[config.mk]
export PLATFORM = sky130hd
export DESIGN_NAME = bounded_coordinate_step_minimizer_unit
export DESIGN_NICKNAME = d
export VERILOG_FILES = /design/src/rtl/bcsm_pkg.sv /design/src/rtl/bounded_coordinate_step_minimizer_unit.sv /design/src/rtl/bcsm_sat_add.sv
export SDC_FILE = /design/constraint.sdc
export NUM_CORES = 2
export LEC_CHECK = 0
export BUFFER_PORTS_ARGS = -buffer_cell sky130_fd_sc_hd__buf_2
export CAP_MARGIN = 20
export CORE_UTILIZATION = 45
export CTS_BUF_LIST = sky130_fd_sc_hd__clkbuf_8 sky130_fd_sc_hd__clkbuf_16
export DETAILED_ROUTE_END_ITERATION = 8
export MAX_ROUTING_LAYER = met4
export SYNTH_ARGS = -nofsm -noshare
export SYNTH_HDL_FRONTEND = slang
export SYNTH_SLANG_ARGS = --single-unit
[constraint.sdc]
create_clock -name clk -period 16.7 [get_ports clk]
set_input_delay 1.67 -clock clk [delete_from_list [all_inputs] [get_ports clk]]
set_output_delay 1.67 -clock clk [all_outputs]
set_load 0.02 [all_outputs]
[src/rtl/bcsm_pkg.sv]
// package: constants, codes and types of the coordinate step minimizer
`default_nettype none
package bcsm_pkg;

    localparam int MAX_PARAMS = 8;
    localparam int PASS_LIMIT = 34 * MAX_PARAMS;
    localparam int PASS_W     = $clog2(PASS_LIMIT + 2);
    localparam int IDX_W      = 3;
    localparam int CNT_W      = 4;
    localparam int IN_W       = 200;
    localparam int OUT_W      = 104;

    typedef enum logic [1:0] {
        OP_LOAD  = 2'd0,
        OP_START = 2'd1,
        OP_OBJ   = 2'd2,
        OP_NONE  = 2'd3
    } opcode_t;

    typedef enum logic [2:0] {
        R_IDLE     = 3'd0,
        R_INIT     = 3'd1,
        R_FIRST    = 3'd2,
        R_REVERSED = 3'd3,
        R_RUN      = 3'd4
    } resume_t;

    typedef enum logic [12:0] {
        S_IDLE    = 13'b0000000000001,
        S_ADV     = 13'b0000000000010,
        S_ADV_ADD = 13'b0000000000100,
        S_CHK     = 13'b0000000001000,
        S_DBL     = 13'b0000000010000,
        S_BND     = 13'b0000000100000,
        S_FIRST_A = 13'b0000001000000,
        S_FIRST_B = 13'b0000010000000,
        S_FIRST_C = 13'b0000100000000,
        S_IMP_A   = 13'b0001000000000,
        S_IMP_B   = 13'b0010000000000,
        S_FIN     = 13'b0100000000000,
        S_EMIT    = 13'b1000000000000
    } state_t;

    typedef enum logic {
        KIND_EVAL  = 1'b0,
        KIND_FINAL = 1'b1
    } kind_t;

endpackage
`default_nettype wire

[src/rtl/bounded_coordinate_step_minimizer_unit.sv]
// top level: sequencer of the bounded coordinate step search
// Usage: load items (opcode 0) store a slot's start value, step, limit and bounds.
// A start item (opcode 1) answers with one evaluation run of n items, n being
// active_count clamped to 1..8, slot order, tlast on the last item.
// Each objective item (opcode 2) steps the search with one shared saturating
// adder under a one-hot sequencer and answers with another evaluation run
// (kind 0) or the final answer (kind 1). Objectives while idle are dropped.
// A load leaves s_tready high. A start is answered by its run of n items. An
// objective walks the slots pass by pass: a converged slot is only checked, a
// moved slot goes through the adder states (one adder use per cycle); then the
// run is sent. With inverted bounds the walk is cut after 273 passes.
// s_tready is low while an item is worked on or its run is being sent.
// Results leave through an output register: a stalled receiver holds the run,
// a new item is taken once its last item sits in the register.
// Reset is asynchronous: control state clears, active_count goes to 8,
// steps_before_growth to 10; slot contents are undefined until loaded.
`default_nettype none
module bounded_coordinate_step_minimizer_unit (
    input  wire logic         clk,
    input  wire logic         rst_n,
    input  wire logic         s_tvalid,
    output logic              s_tready,
    // index, start_value, step, step_limit, lower, upper, objective, zero fill
    input  wire logic [199:0] s_tdata,
    // opcode
    input  wire logic [1:0]   s_tuser,
    output logic              m_tvalid,
    input  wire logic         m_tready,
    // coord_index, coord_value, step_value, best_value, zero fill
    output logic [103:0]      m_tdata,
    // kind
    output logic [0:0]        m_tuser,
    output logic              m_tlast,
    input  wire logic         cfg_wr_en,
    input  wire logic [0:0]   cfg_index,
    input  wire logic [7:0]   cfg_data
);

    bcsm_pkg::state_t  state_reg, state_next;
    bcsm_pkg::resume_t resume_reg, resume_next, pend_reg, pend_next;

    logic signed [31:0] coord_mem [bcsm_pkg::MAX_PARAMS];
    logic signed [31:0] step_mem  [bcsm_pkg::MAX_PARAMS];
    logic        [30:0] limit_mem [bcsm_pkg::MAX_PARAMS];
    logic signed [31:0] lo_mem    [bcsm_pkg::MAX_PARAMS];
    logic signed [31:0] hi_mem    [bcsm_pkg::MAX_PARAMS];

    logic [bcsm_pkg::CNT_W-1:0]  slot_reg, slot_next, conv_reg, conv_next;
    logic [bcsm_pkg::PASS_W-1:0] pass_reg, pass_next;
    logic [7:0]                  run_reg, run_next;
    logic signed [31:0]          trial_reg, trial_next, tmp_reg, tmp_next;
    logic signed [31:0]          best_reg, best_next, obj_reg, obj_next;
    logic                        full_reg, full_next, hihit_reg, hihit_next;
    logic [bcsm_pkg::IDX_W-1:0]  emit_k_reg, emit_k_next;
    bcsm_pkg::kind_t             kind_reg, kind_next;
    logic [3:0]                  ac_reg;
    logic [7:0]                  sbg_reg;

    logic                        out_valid_reg, out_valid_next;
    logic [bcsm_pkg::IDX_W-1:0]  out_idx_reg;
    logic signed [31:0]          out_coord_reg, out_step_reg, out_best_reg;
    logic                        out_kind_reg, out_last_reg;
    logic                        out_load;

    logic [bcsm_pkg::CNT_W-1:0]  n_act;
    logic [bcsm_pkg::IDX_W-1:0]  rd_idx;
    logic signed [31:0]          cur_c, cur_s, cur_lo, cur_hi;
    logic [30:0]                 cur_lim;
    logic [31:0]                 mag_s, mag_t, satm_t, half_t, refl_mag;
    logic signed [33:0]          add_a, add_b;
    logic signed [31:0]          add_sum;
    logic                        coord_we, step_we, load_we, accept, constr;
    logic signed [31:0]          coord_wd, step_wd;
    bcsm_pkg::opcode_t           op;

    assign accept   = s_tvalid && s_tready;
    assign s_tready = (state_reg == bcsm_pkg::S_IDLE);
    assign op       = bcsm_pkg::opcode_t'(s_tuser);
    assign load_we  = accept && (op == bcsm_pkg::OP_LOAD);

    assign n_act = (ac_reg == 4'd0) ? 4'd1 :
                   (ac_reg > 4'(bcsm_pkg::MAX_PARAMS)) ? 4'(bcsm_pkg::MAX_PARAMS) : ac_reg;

    assign rd_idx  = (state_reg == bcsm_pkg::S_EMIT) ? emit_k_reg
                                                     : slot_reg[bcsm_pkg::IDX_W-1:0];
    assign cur_c   = coord_mem[rd_idx];
    assign cur_s   = step_mem[rd_idx];
    assign cur_lim = limit_mem[rd_idx];
    assign cur_lo  = lo_mem[rd_idx];
    assign cur_hi  = hi_mem[rd_idx];
    assign constr  = (cur_lo != cur_hi);

    assign mag_s    = cur_s[31] ? 32'(-cur_s) : cur_s;
    assign mag_t    = trial_reg[31] ? 32'(-trial_reg) : trial_reg;
    assign satm_t   = mag_t[31] ? 32'h7fffffff : mag_t;
    assign half_t   = satm_t >> 1;
    assign refl_mag = full_reg ? satm_t : half_t;

    bcsm_sat_add u_add (
        .a   (add_a),
        .b   (add_b),
        .sum (add_sum)
    );

    always_comb
    begin
        state_next     = state_reg;
        resume_next    = resume_reg;
        pend_next      = pend_reg;
        slot_next      = slot_reg;
        conv_next      = conv_reg;
        pass_next      = pass_reg;
        run_next       = run_reg;
        trial_next     = trial_reg;
        tmp_next       = tmp_reg;
        best_next      = best_reg;
        obj_next       = obj_reg;
        full_next      = full_reg;
        hihit_next     = hihit_reg;
        emit_k_next    = emit_k_reg;
        kind_next      = kind_reg;
        add_a          = 34'(cur_c);
        add_b          = 34'(trial_reg);
        coord_we       = 1'b0;
        coord_wd       = add_sum;
        step_we        = 1'b0;
        step_wd        = add_sum;
        out_load       = 1'b0;
        unique case (state_reg)
            bcsm_pkg::S_IDLE:
            begin
                if (accept)
                begin
                    unique case (op)
                        bcsm_pkg::OP_START:
                        begin
                            resume_next = bcsm_pkg::R_INIT;
                            kind_next   = bcsm_pkg::KIND_EVAL;
                            emit_k_next = '0;
                            state_next  = bcsm_pkg::S_EMIT;
                        end
                        bcsm_pkg::OP_OBJ:
                        begin
                            obj_next  = s_tdata[193:162];
                            pass_next = '0;
                            unique case (resume_reg)
                                bcsm_pkg::R_INIT:
                                begin
                                    best_next  = s_tdata[193:162];
                                    slot_next  = '0;
                                    conv_next  = '0;
                                    state_next = bcsm_pkg::S_ADV;
                                end
                                bcsm_pkg::R_FIRST:
                                begin
                                    state_next = bcsm_pkg::S_FIRST_A;
                                end
                                bcsm_pkg::R_REVERSED, bcsm_pkg::R_RUN:
                                begin
                                    state_next = bcsm_pkg::S_IMP_A;
                                end
                                default:
                                begin
                                    state_next = bcsm_pkg::S_IDLE;
                                end
                            endcase
                        end
                        default:
                        begin
                            state_next = bcsm_pkg::S_IDLE;
                        end
                    endcase
                end
            end
            bcsm_pkg::S_ADV:
            begin
                if (slot_reg < n_act)
                begin
                    if (mag_s < {1'b0, cur_lim})
                    begin
                        conv_next = conv_reg + 1'b1;
                        slot_next = slot_reg + 1'b1;
                    end
                    else
                    begin
                        trial_next = cur_s;
                        state_next = bcsm_pkg::S_ADV_ADD;
                    end
                end
                else if ((conv_reg >= n_act) ||
                         (pass_reg + 1'b1 > bcsm_pkg::PASS_W'(bcsm_pkg::PASS_LIMIT)))
                begin
                    resume_next = bcsm_pkg::R_IDLE;
                    kind_next   = bcsm_pkg::KIND_FINAL;
                    emit_k_next = '0;
                    state_next  = bcsm_pkg::S_EMIT;
                end
                else
                begin
                    slot_next = '0;
                    conv_next = '0;
                    pass_next = pass_reg + 1'b1;
                end
            end
            bcsm_pkg::S_ADV_ADD:
            begin
                coord_we   = 1'b1;
                full_next  = 1'b0;
                pend_next  = bcsm_pkg::R_FIRST;
                state_next = bcsm_pkg::S_CHK;
            end
            bcsm_pkg::S_CHK:
            begin
                if (constr && (cur_c < cur_lo))
                begin
                    step_we    = 1'b1;
                    step_wd    = refl_mag;
                    hihit_next = 1'b0;
                    state_next = bcsm_pkg::S_DBL;
                end
                else if (constr && (cur_c > cur_hi))
                begin
                    step_we    = 1'b1;
                    step_wd    = 32'(-refl_mag);
                    hihit_next = 1'b1;
                    state_next = bcsm_pkg::S_DBL;
                end
                else
                begin
                    resume_next = pend_reg;
                    kind_next   = bcsm_pkg::KIND_EVAL;
                    emit_k_next = '0;
                    state_next  = bcsm_pkg::S_EMIT;
                end
            end
            bcsm_pkg::S_DBL:
            begin
                add_a      = 34'(cur_s);
                add_b      = 34'(cur_s);
                tmp_next   = add_sum;
                state_next = bcsm_pkg::S_BND;
            end
            bcsm_pkg::S_BND:
            begin
                add_a    = 34'(hihit_reg ? cur_hi : cur_lo);
                add_b    = 34'(tmp_reg);
                coord_we = 1'b1;
                if (full_reg)
                begin
                    state_next = bcsm_pkg::S_FIN;
                end
                else
                begin
                    slot_next  = slot_reg + 1'b1;
                    state_next = bcsm_pkg::S_ADV;
                end
            end
            bcsm_pkg::S_FIRST_A:
            begin
                run_next = '0;
                if (obj_reg > best_reg)
                begin
                    add_a      = '0;
                    add_b      = -34'(trial_reg);
                    trial_next = add_sum;
                    step_we    = 1'b1;
                    state_next = bcsm_pkg::S_FIRST_B;
                end
                else
                begin
                    state_next = bcsm_pkg::S_IMP_A;
                end
            end
            bcsm_pkg::S_FIRST_B:
            begin
                add_a      = 34'(trial_reg);
                add_b      = 34'(trial_reg);
                tmp_next   = add_sum;
                state_next = bcsm_pkg::S_FIRST_C;
            end
            bcsm_pkg::S_FIRST_C:
            begin
                add_b      = 34'(tmp_reg);
                coord_we   = 1'b1;
                full_next  = 1'b0;
                pend_next  = bcsm_pkg::R_REVERSED;
                state_next = bcsm_pkg::S_CHK;
            end
            bcsm_pkg::S_IMP_A:
            begin
                if (obj_reg < best_reg)
                begin
                    if (run_reg == sbg_reg)
                    begin
                        add_a      = 34'(trial_reg);
                        add_b      = 34'(trial_reg);
                        run_next   = '0;
                        trial_next = add_sum;
                        step_we    = 1'b1;
                    end
                    else
                    begin
                        run_next = run_reg + 1'b1;
                    end
                    best_next  = obj_reg;
                    state_next = bcsm_pkg::S_IMP_B;
                end
                else
                begin
                    state_next = bcsm_pkg::S_FIN;
                end
            end
            bcsm_pkg::S_IMP_B:
            begin
                coord_we   = 1'b1;
                full_next  = 1'b1;
                pend_next  = bcsm_pkg::R_RUN;
                state_next = bcsm_pkg::S_CHK;
            end
            bcsm_pkg::S_FIN:
            begin
                add_b      = -34'(trial_reg);
                coord_we   = 1'b1;
                step_we    = 1'b1;
                step_wd    = $signed(cur_s + 32'(cur_s[31])) >>> 1;
                slot_next  = slot_reg + 1'b1;
                state_next = bcsm_pkg::S_ADV;
            end
            bcsm_pkg::S_EMIT:
            begin
                if (!out_valid_reg || m_tready)
                begin
                    out_load = 1'b1;
                    if ({1'b0, emit_k_reg} == n_act - 1'b1)
                    begin
                        state_next = bcsm_pkg::S_IDLE;
                    end
                    else
                    begin
                        emit_k_next = emit_k_reg + 1'b1;
                    end
                end
            end
            default:
            begin
                state_next = bcsm_pkg::S_IDLE;
            end
        endcase
    end

    always_comb
    begin
        if (out_load)
        begin
            out_valid_next = 1'b1;
        end
        else if (m_tready)
        begin
            out_valid_next = 1'b0;
        end
        else
        begin
            out_valid_next = out_valid_reg;
        end
    end

    always_ff @(posedge clk or negedge rst_n)
    begin
        if (!rst_n)
        begin
            state_reg     <= bcsm_pkg::S_IDLE;
            resume_reg    <= bcsm_pkg::R_IDLE;
            pend_reg      <= bcsm_pkg::R_IDLE;
            slot_reg      <= '0;
            conv_reg      <= '0;
            pass_reg      <= '0;
            run_reg       <= '0;
            trial_reg     <= '0;
            best_reg      <= '0;
            full_reg      <= 1'b0;
            hihit_reg     <= 1'b0;
            emit_k_reg    <= '0;
            kind_reg      <= bcsm_pkg::KIND_EVAL;
            ac_reg        <= 4'd8;
            sbg_reg       <= 8'd10;
            out_valid_reg <= 1'b0;
        end
        else
        begin
            state_reg     <= state_next;
            resume_reg    <= resume_next;
            pend_reg      <= pend_next;
            slot_reg      <= slot_next;
            conv_reg      <= conv_next;
            pass_reg      <= pass_next;
            run_reg       <= run_next;
            trial_reg     <= trial_next;
            best_reg      <= best_next;
            full_reg      <= full_next;
            hihit_reg     <= hihit_next;
            emit_k_reg    <= emit_k_next;
            kind_reg      <= kind_next;
            out_valid_reg <= out_valid_next;
            if (cfg_wr_en)
            begin
                if (cfg_index == 1'b0)
                begin
                    ac_reg <= cfg_data[3:0];
                end
                else
                begin
                    sbg_reg <= cfg_data;
                end
            end
        end
    end

    always_ff @(posedge clk)
    begin
        tmp_reg <= tmp_next;
        obj_reg <= obj_next;
        if (out_load)
        begin
            out_idx_reg   <= emit_k_reg;
            out_coord_reg <= cur_c;
            out_step_reg  <= cur_s;
            out_best_reg  <= best_reg;
            out_kind_reg  <= kind_reg;
            out_last_reg  <= ({1'b0, emit_k_reg} == n_act - 1'b1);
        end
    end

    // slot storage
    always_ff @(posedge clk)
    begin
        if (load_we)
        begin
            coord_mem[s_tdata[2:0]] <= s_tdata[34:3];
            step_mem[s_tdata[2:0]]  <= s_tdata[66:35];
            limit_mem[s_tdata[2:0]] <= s_tdata[97:67];
            lo_mem[s_tdata[2:0]]    <= s_tdata[129:98];
            hi_mem[s_tdata[2:0]]    <= s_tdata[161:130];
        end
        else
        begin
            if (coord_we)
            begin
                coord_mem[rd_idx] <= coord_wd;
            end
            if (step_we)
            begin
                step_mem[rd_idx] <= step_wd;
            end
        end
    end

    assign m_tvalid = out_valid_reg;
    assign m_tdata  = {5'd0, out_best_reg, out_step_reg, out_coord_reg, out_idx_reg};
    assign m_tuser  = out_kind_reg;
    assign m_tlast  = out_last_reg;

endmodule
`default_nettype wire

[src/rtl/bcsm_sat_add.sv]
// shared saturating adder: 34-bit signed operands, 32-bit saturated sum
`default_nettype none
module bcsm_sat_add (
    input  wire logic signed [33:0] a,
    input  wire logic signed [33:0] b,
    output logic signed [31:0]      sum
);

    logic signed [34:0] wide;

    always_comb
    begin
        wide = {a[33], a} + {b[33], b};
        if (wide > 35'sd2147483647)
        begin
            sum = 32'sh7fffffff;
        end
        else if (wide < -35'sd2147483648)
        begin
            sum = 32'sh80000000;
        end
        else
        begin
            sum = wide[31:0];
        end
    end

endmodule
`default_nettype wire

== After elaboration in Yosys (flattened, before gate mapping) ==
Memories as Yosys holds them, arrays and structs flattened.
Index checks and enable logic that the tools add are counted.
Word-level totals
  flip-flop bits (word level): 292
  memory bits (writable): 1272
  memories kept: 5
Operators by class
  add/sub/neg operators: 12
  magnitude comparators: 11
  equality and inequality tests: 44
  muxes and demuxes: 113
  bitwise gates (word level): 1
  reduce and logical (&&, ||, !) cells: 41
Memories
  coord_mem: depth 8, width 32, read ports 1, clocked after Yosys merged registers in 0, wr ports 1, line bounded_coordinate_step_minimizer_unit.sv:42  | logic signed [31:0] coord_mem [bcsm_pkg::MAX_PARAMS];
  hi_mem: depth 8, width 32, read ports 1, clocked after Yosys merged registers in 0, wr ports 1, line bounded_coordinate_step_minimizer_unit.sv:46  | logic signed [31:0] hi_mem [bcsm_pkg::MAX_PARAMS];
  lo_mem: depth 8, width 32, read ports 1, clocked after Yosys merged registers in 0, wr ports 1, line bounded_coordinate_step_minimizer_unit.sv:45  | logic signed [31:0] lo_mem [bcsm_pkg::MAX_PARAMS];
  step_mem: depth 8, width 32, read ports 1, clocked after Yosys merged registers in 0, wr ports 1, line bounded_coordinate_step_minimizer_unit.sv:43  | logic signed [31:0] step_mem [bcsm_pkg::MAX_PARAMS];
  limit_mem: depth 8, width 31, read ports 1, clocked after Yosys merged registers in 0, wr ports 1, line bounded_coordinate_step_minimizer_unit.sv:44  | logic [30:0] limit_mem [bcsm_pkg::MAX_PARAMS];
Operators with widths (count)
  2-to-1 mux 32 bit: 19
  2-to-1 mux 34 bit: 5
  one-hot mux 34 bit (5 select lines): 1
  one-hot mux 13 bit (11 select lines): 1
  one-hot mux 34 bit (4 select lines): 1
  one-hot mux 32 bit (2 select lines): 2
  2-to-1 mux 13 bit: 8
  negator 32 bit: 3
  one-hot mux 32 bit (3 select lines): 1
  greater-than comparator 32 bit: 2
  less-than comparator 32 bit: 2
  OR reduction 32 bit: 2
  2-to-1 mux 3 bit: 15
  2-to-1 mux 4 bit: 11
  2-to-1 mux 9 bit: 4
  adder 34 x 34 -> 35 bit: 1
  greater-than comparator 35 x 32 -> 1 bit (second input constant): 1
  less-than comparator 35 x 32 -> 1 bit (second input constant): 1
  negator 32 -> 34 bit: 1
  adder 32 x 1 -> 32 bit: 1
  less-than comparator 32 x 31 -> 1 bit: 1
  inequality test 32 bit: 1
  one-hot mux 10 bit (3 select lines): 1
  2-to-1 mux 1 bit: 28
  63 further kinds: 109

== Logic depth before layout (Yosys ltp) ==
An unclocked memory read counts as a cell.
  depth in word-level cells: 14
  gate-level depth with buffers: 33
  mapped depth without buffers: 28

== By module ==
Synthesis repeated with hierarchy kept, for this count alone.
Unflattened totals
  cell total of the unflattened synthesis: 6965
  area total of the unflattened synthesis: 78999.5 µm²
Modules (own cells, without submodules)
  bounded_coordinate_step_minimizer_unit: times used 1, cells each 6639, area each 76693.6 µm², sequential area each 46334.4 µm²
  bcsm_sat_add: times used 1, cells each 326, area each 2306.0 µm², sequential area each 0.0 µm²

== Worst setup path after synthesis ==
No wires, ideal clock.
  path kind: flip-flop to flip-flop
  from: reg state_reg[8]
  to: mem hi_mem[6][0] (enable)
  library setup time: 549 ps
  arrival: 10624 ps
  data required time: 16151 ps
  setup slack: 5527 ps
  stages on the path, launching flop included: 26
  clock period less this slack: 11173 ps
  path through: dfrtp_1 -> nor4_1 -> a41oi_1 -> clkbuf_1 -> a21oi_2 -> buf_2 -> clkbuf_1 -> clkbuf_1 -> clkbuf_1 -> buf_2 -> buf_1 -> buf_1 -> a21oi_1 -> inv_1 -> ha_1 -> a21o_1 -> a21o_1 -> a2111oi_0 -> o31ai_1 -> nor3_1 -> mux2i_1 -> o21ai_1 -> o21a_1 -> buf_2 -> mux2_2 -> nor2_1
Between the ends
  longest elaborated chain between the ends: 5
RTL lines
  start, declared: line bounded_coordinate_step_minimizer_unit.sv:39  | bcsm_pkg::state_t state_reg, state_next;
  start signal, assigned: line bounded_coordinate_step_minimizer_unit.sv:371  | state_reg <= bcsm_pkg::S_IDLE;
  start signal, assigned: line bounded_coordinate_step_minimizer_unit.sv:390  | state_reg <= state_next;
  == test 13 x 1 -> 1 bit: line bounded_coordinate_step_minimizer_unit.sv:77  | assign s_tready = (state_reg == bcsm_pkg::S_IDLE);
  logical AND 1 bit: line bounded_coordinate_step_minimizer_unit.sv:76  | assign accept = s_tvalid && s_tready;
  logical AND 1 bit: line bounded_coordinate_step_minimizer_unit.sv:79  | assign load_we = accept && (op == bcsm_pkg::OP_LOAD);
  2-to-1 mux 1 bit: line bounded_coordinate_step_minimizer_unit.sv:436  | if (load_we)
  2-to-1 mux 1 bit (implied by the code): line bounded_coordinate_step_minimizer_unit.sv:442  | hi_mem[s_tdata[2:0]] <= s_tdata[161:130];
  end, declared: line bounded_coordinate_step_minimizer_unit.sv:46
Every way passes these cells.

== Worst setup path after layout ==
  from: reg state_reg[10]
  to: mem limit_mem[2][0] (enable)
Between the ends
  longest elaborated chain between the ends: 5
RTL lines
  == test 13 x 1 -> 1 bit: line bounded_coordinate_step_minimizer_unit.sv:77
  logical AND 1 bit: line bounded_coordinate_step_minimizer_unit.sv:76
  logical AND 1 bit: line bounded_coordinate_step_minimizer_unit.sv:79
  2-to-1 mux 1 bit: line bounded_coordinate_step_minimizer_unit.sv:436
  2-to-1 mux 1 bit (implied by the code): line bounded_coordinate_step_minimizer_unit.sv:440  | limit_mem[s_tdata[2:0]] <= s_tdata[97:67];
  end, declared: line bounded_coordinate_step_minimizer_unit.sv:44
Every way passes these cells.

==> impl_metrics.py <==
metrics = {
    "finish": {
        "fin_util": 0.511,
        "area_delta_synth_final_pct": 12.8,
        "nNetsFinal": 7403,
        "layout-drive-gt1-share": 0.137,
        "fill_cells": 15100,
    },
    "critical_path": {
        "critPathMaxFanout": 145,
        "crit_top_cell": "buf_4",
        "cp.arrival_ns": 11.83,
        "crit_family": "compound AO/OA/AOI/OAI gates",
        "crit_path_start_kind": "register",
        "crit_path_max_incr_delay_ns": 0.84,
        "path_buf_inv": 8,
        "worstPathRequired_ns": 17.18,
        "critPathKind": "register to register",
        "endpoint_kind": "register",
        "crit_slowest_cell": "buf_4",
    },
    "clock_tree": {
        "cts.sinks": 1564,
        "cts_buffer_depth": 3,
        "cts_setup_buffers": 0,
        "clock_latency_ns": 0.88,
        "cts_tree": "built",
        "cts_buffers": 170,
        "ctsHtreeMaxLevel": 4,
        "cts-resized-gates": 0,
        "ctsHoldBuffers": 0,
        "cts_root_buf": "clkbuf_16",
        "path_clk_slew_ns": 0.06,
    },
    "yosys": {
        "synth_flop_cell": "edfxtp_1",
        "avgSynthCellArea_um2": 11.6,
        "syn_area_um2": 78600,
        "synth_enable_flop_cells": 1437,
        "synth-seq-cells": 1564,
        "async_reset_ff_frac": 0.0812,
        "synth.distinct_cells": 115,
        "yosysSeqAreaShare": 0.589,
        "syn_inst": 6780,
        "yosysWarnings": 0,
    },
    "route": {
        "drt_iter0_markers": 7681,
        "wl_per_cell_um": 28.3,
        "vias_per_cell": 6.15,
        "first_pass_iters": 6,
        "drc": 0,
        "routed_wl_mm": 269,
        "detail-route-antenna-nets": 0,
        "num_vias": 58500,
    },
    "die": {
        "ios": 324,
        "core_area_um2": 174000,
        "rows": 153,
        "die_x_um": 420,
        "dieArea_um2": 176000,
        "die_y_um": 420,
        "initial_core_util": 0.453,
    },
    "grt": {
        "grt_pass1_wl_mm": 384,
        "track_usage": 0.309,
        "grt_pass1_vias": 55100,
        "antenna_found_initial": 41,
        "grt_max_degree": 146,
        "gr-total-overflow": 0,
    },
    "power_and_ir_drop": {
        "power.total_mw": 12.6,
        "ir_drop_v": 0.000126,
        "p_per_area_nw_per_um2": 142,
        "cellLeakagePower_nw": 32.6,
    },
    "timing": {
        "period_share": 0.680,
        "rsz0062_at_grt": "no",
        "hold_viol_final": 0,
        "tightest_slew_ns": 1.16,
        "setup-tns-final_ns": 0,
        "drv_slew": 0,
        "fmax_ghz": 0.0881,
        "setup_viol": 0,
        "relSlewSlack": 0.224,
        "clock_skew_ns": 0.0611,
        "layout_min_cycle_time_ns": 11.35,
    },
    "place": {
        "place_hpwl_mm": 181,
        "gp_congestion": 1.02,
        "place.port_buffers": 312,
    },
    "min_path": {
        "timing.hold.worst.class": "register to register",
    },
    "run": {
        "drv_cap": 0,
    },
    "outcome": {
        "status": "finished, final reports clean",
    },
}
[Yosys cell counts, types with 18 or more instances]
master,count,area (µm²)
buf_2,47,235
a311oi_1,103,902
nor3_1,104,521
mux2_2,59,664
o31ai_1,27,203
nand3_1,214,1070
xor2_1,95,832
and2_1,21,131
and3_1,201,1260
o21a_1,21,158
nor2_1,295,1110
inv_1,194,728
nand4_1,64,400
a22oi_1,27,203
a2111oi_0,20,175
nand2_1,1232,4620
clkbuf_1,285,1070
o211ai_1,45,338
mux2i_1,242,2420
ha_1,182,2280
nor4_1,35,219
mux4_2,66,1490
o22ai_1,29,181
edfxtp_1,1437,43200
buf_6,19,214
a211oi_1,63,473
a31oi_1,155,970
a21oi_1,322,1610
a21o_1,57,428
a32oi_1,36,315
nor2b_1,23,144
buf_4,18,135
o21ai_0,279,1400
or3_1,24,150
a221oi_1,32,280
nand2b_1,27,169
buf_1,57,214
dfrtp_1,123,3080
xnor2_1,181,1590
[cells by family after synthesis]
logic type	count (synthesis)	share of synthesized area
compound gates	1378	0.117
fa+ha+maj	183	0.0292
flops	1564	0.589
other cells	1	0.0000477
xor+xnor	276	0.0307
buf+inv	629	0.0336
mux	385	0.0610
simple gates	2364	0.139
[report_power, final]
| group | total (mW) | internal, mW | switching [mW] |
|---|---|---|---|
| combinational | 4.03 | 1.19 | 2.84 |
| clock | 3.86 | 2.20 | 1.65 |
| sequential | 4.70 | 4.53 | 0.175 |
| total | 12.6 | 7.92 | 4.67 |
[cell type report]
cell class              instances  area (µm²)  share of cell area
clock buffers                 178        4400              0.0496
well taps                    2325        2910              0.0328
multi-input cells            4591       30000               0.338
inverters                     202         768             0.00866
clock inverters               134        1350              0.0153
flip-flops and latches       1564       46300               0.522
repair buffers                475        2870              0.0323
diodes                         34        85.1            0.000959
[metal layers]
metal,share of wire,vias up,track usage
li1,-,25900,-
met5,0,-,-
met2,0.46,2739,0.470
met1,0.41,29200,0.406
met4,0.051,0,0.146
met3,0.083,598,0.0500
[cell usage in the layout (no fill, tap or decap), drive strengths merged, types with 103 or more instances in the layout]
master	n
nand3	219
dfrtp	123
edfxtp	1437
clkbuf	178
a311oi	103
nor3	106
a21oi	325
nand2	1233
buf	475
xnor2	181
mux2i	243
and3	201
nor2	298
inv	238
a31oi	155
ha	182
o21ai	282
[path summary, 6_finish.rpt]
kind | startpoint | end | slack (ns) | cells after the start
max reg2reg | state_reg[10] | limit_mem[2][0] | 5.35 | 27
max in group asynchronous | rst_n | best_reg[12] | 14.36 | 2
min in group asynchronous | rst_n | ac_reg[2] | 0.87 | 1
max | state_reg[10] | limit_mem[2][0] | 5.35 | 27
min reg2reg | best_reg[12] | out_best_reg[12] | 0.47 | 0
min | best_reg[12] | out_best_reg[12] | 0.47 | 0
[per-stage QoR]
step	hold WS, ns	worst slack, ns	cells	cell area (µm²)
finish	0.474	5.35	9503	88700
global placement	0.457	5.78	9153	82800
detailed placement	0.459	5.66	9154	82800
global route	0.490	5.09	9500	88700
floorplan	0.425	5.53	6784	78600
CTS	0.473	5.62	9466	88600
Note: power is estimated with default switching activity, not from simulation.
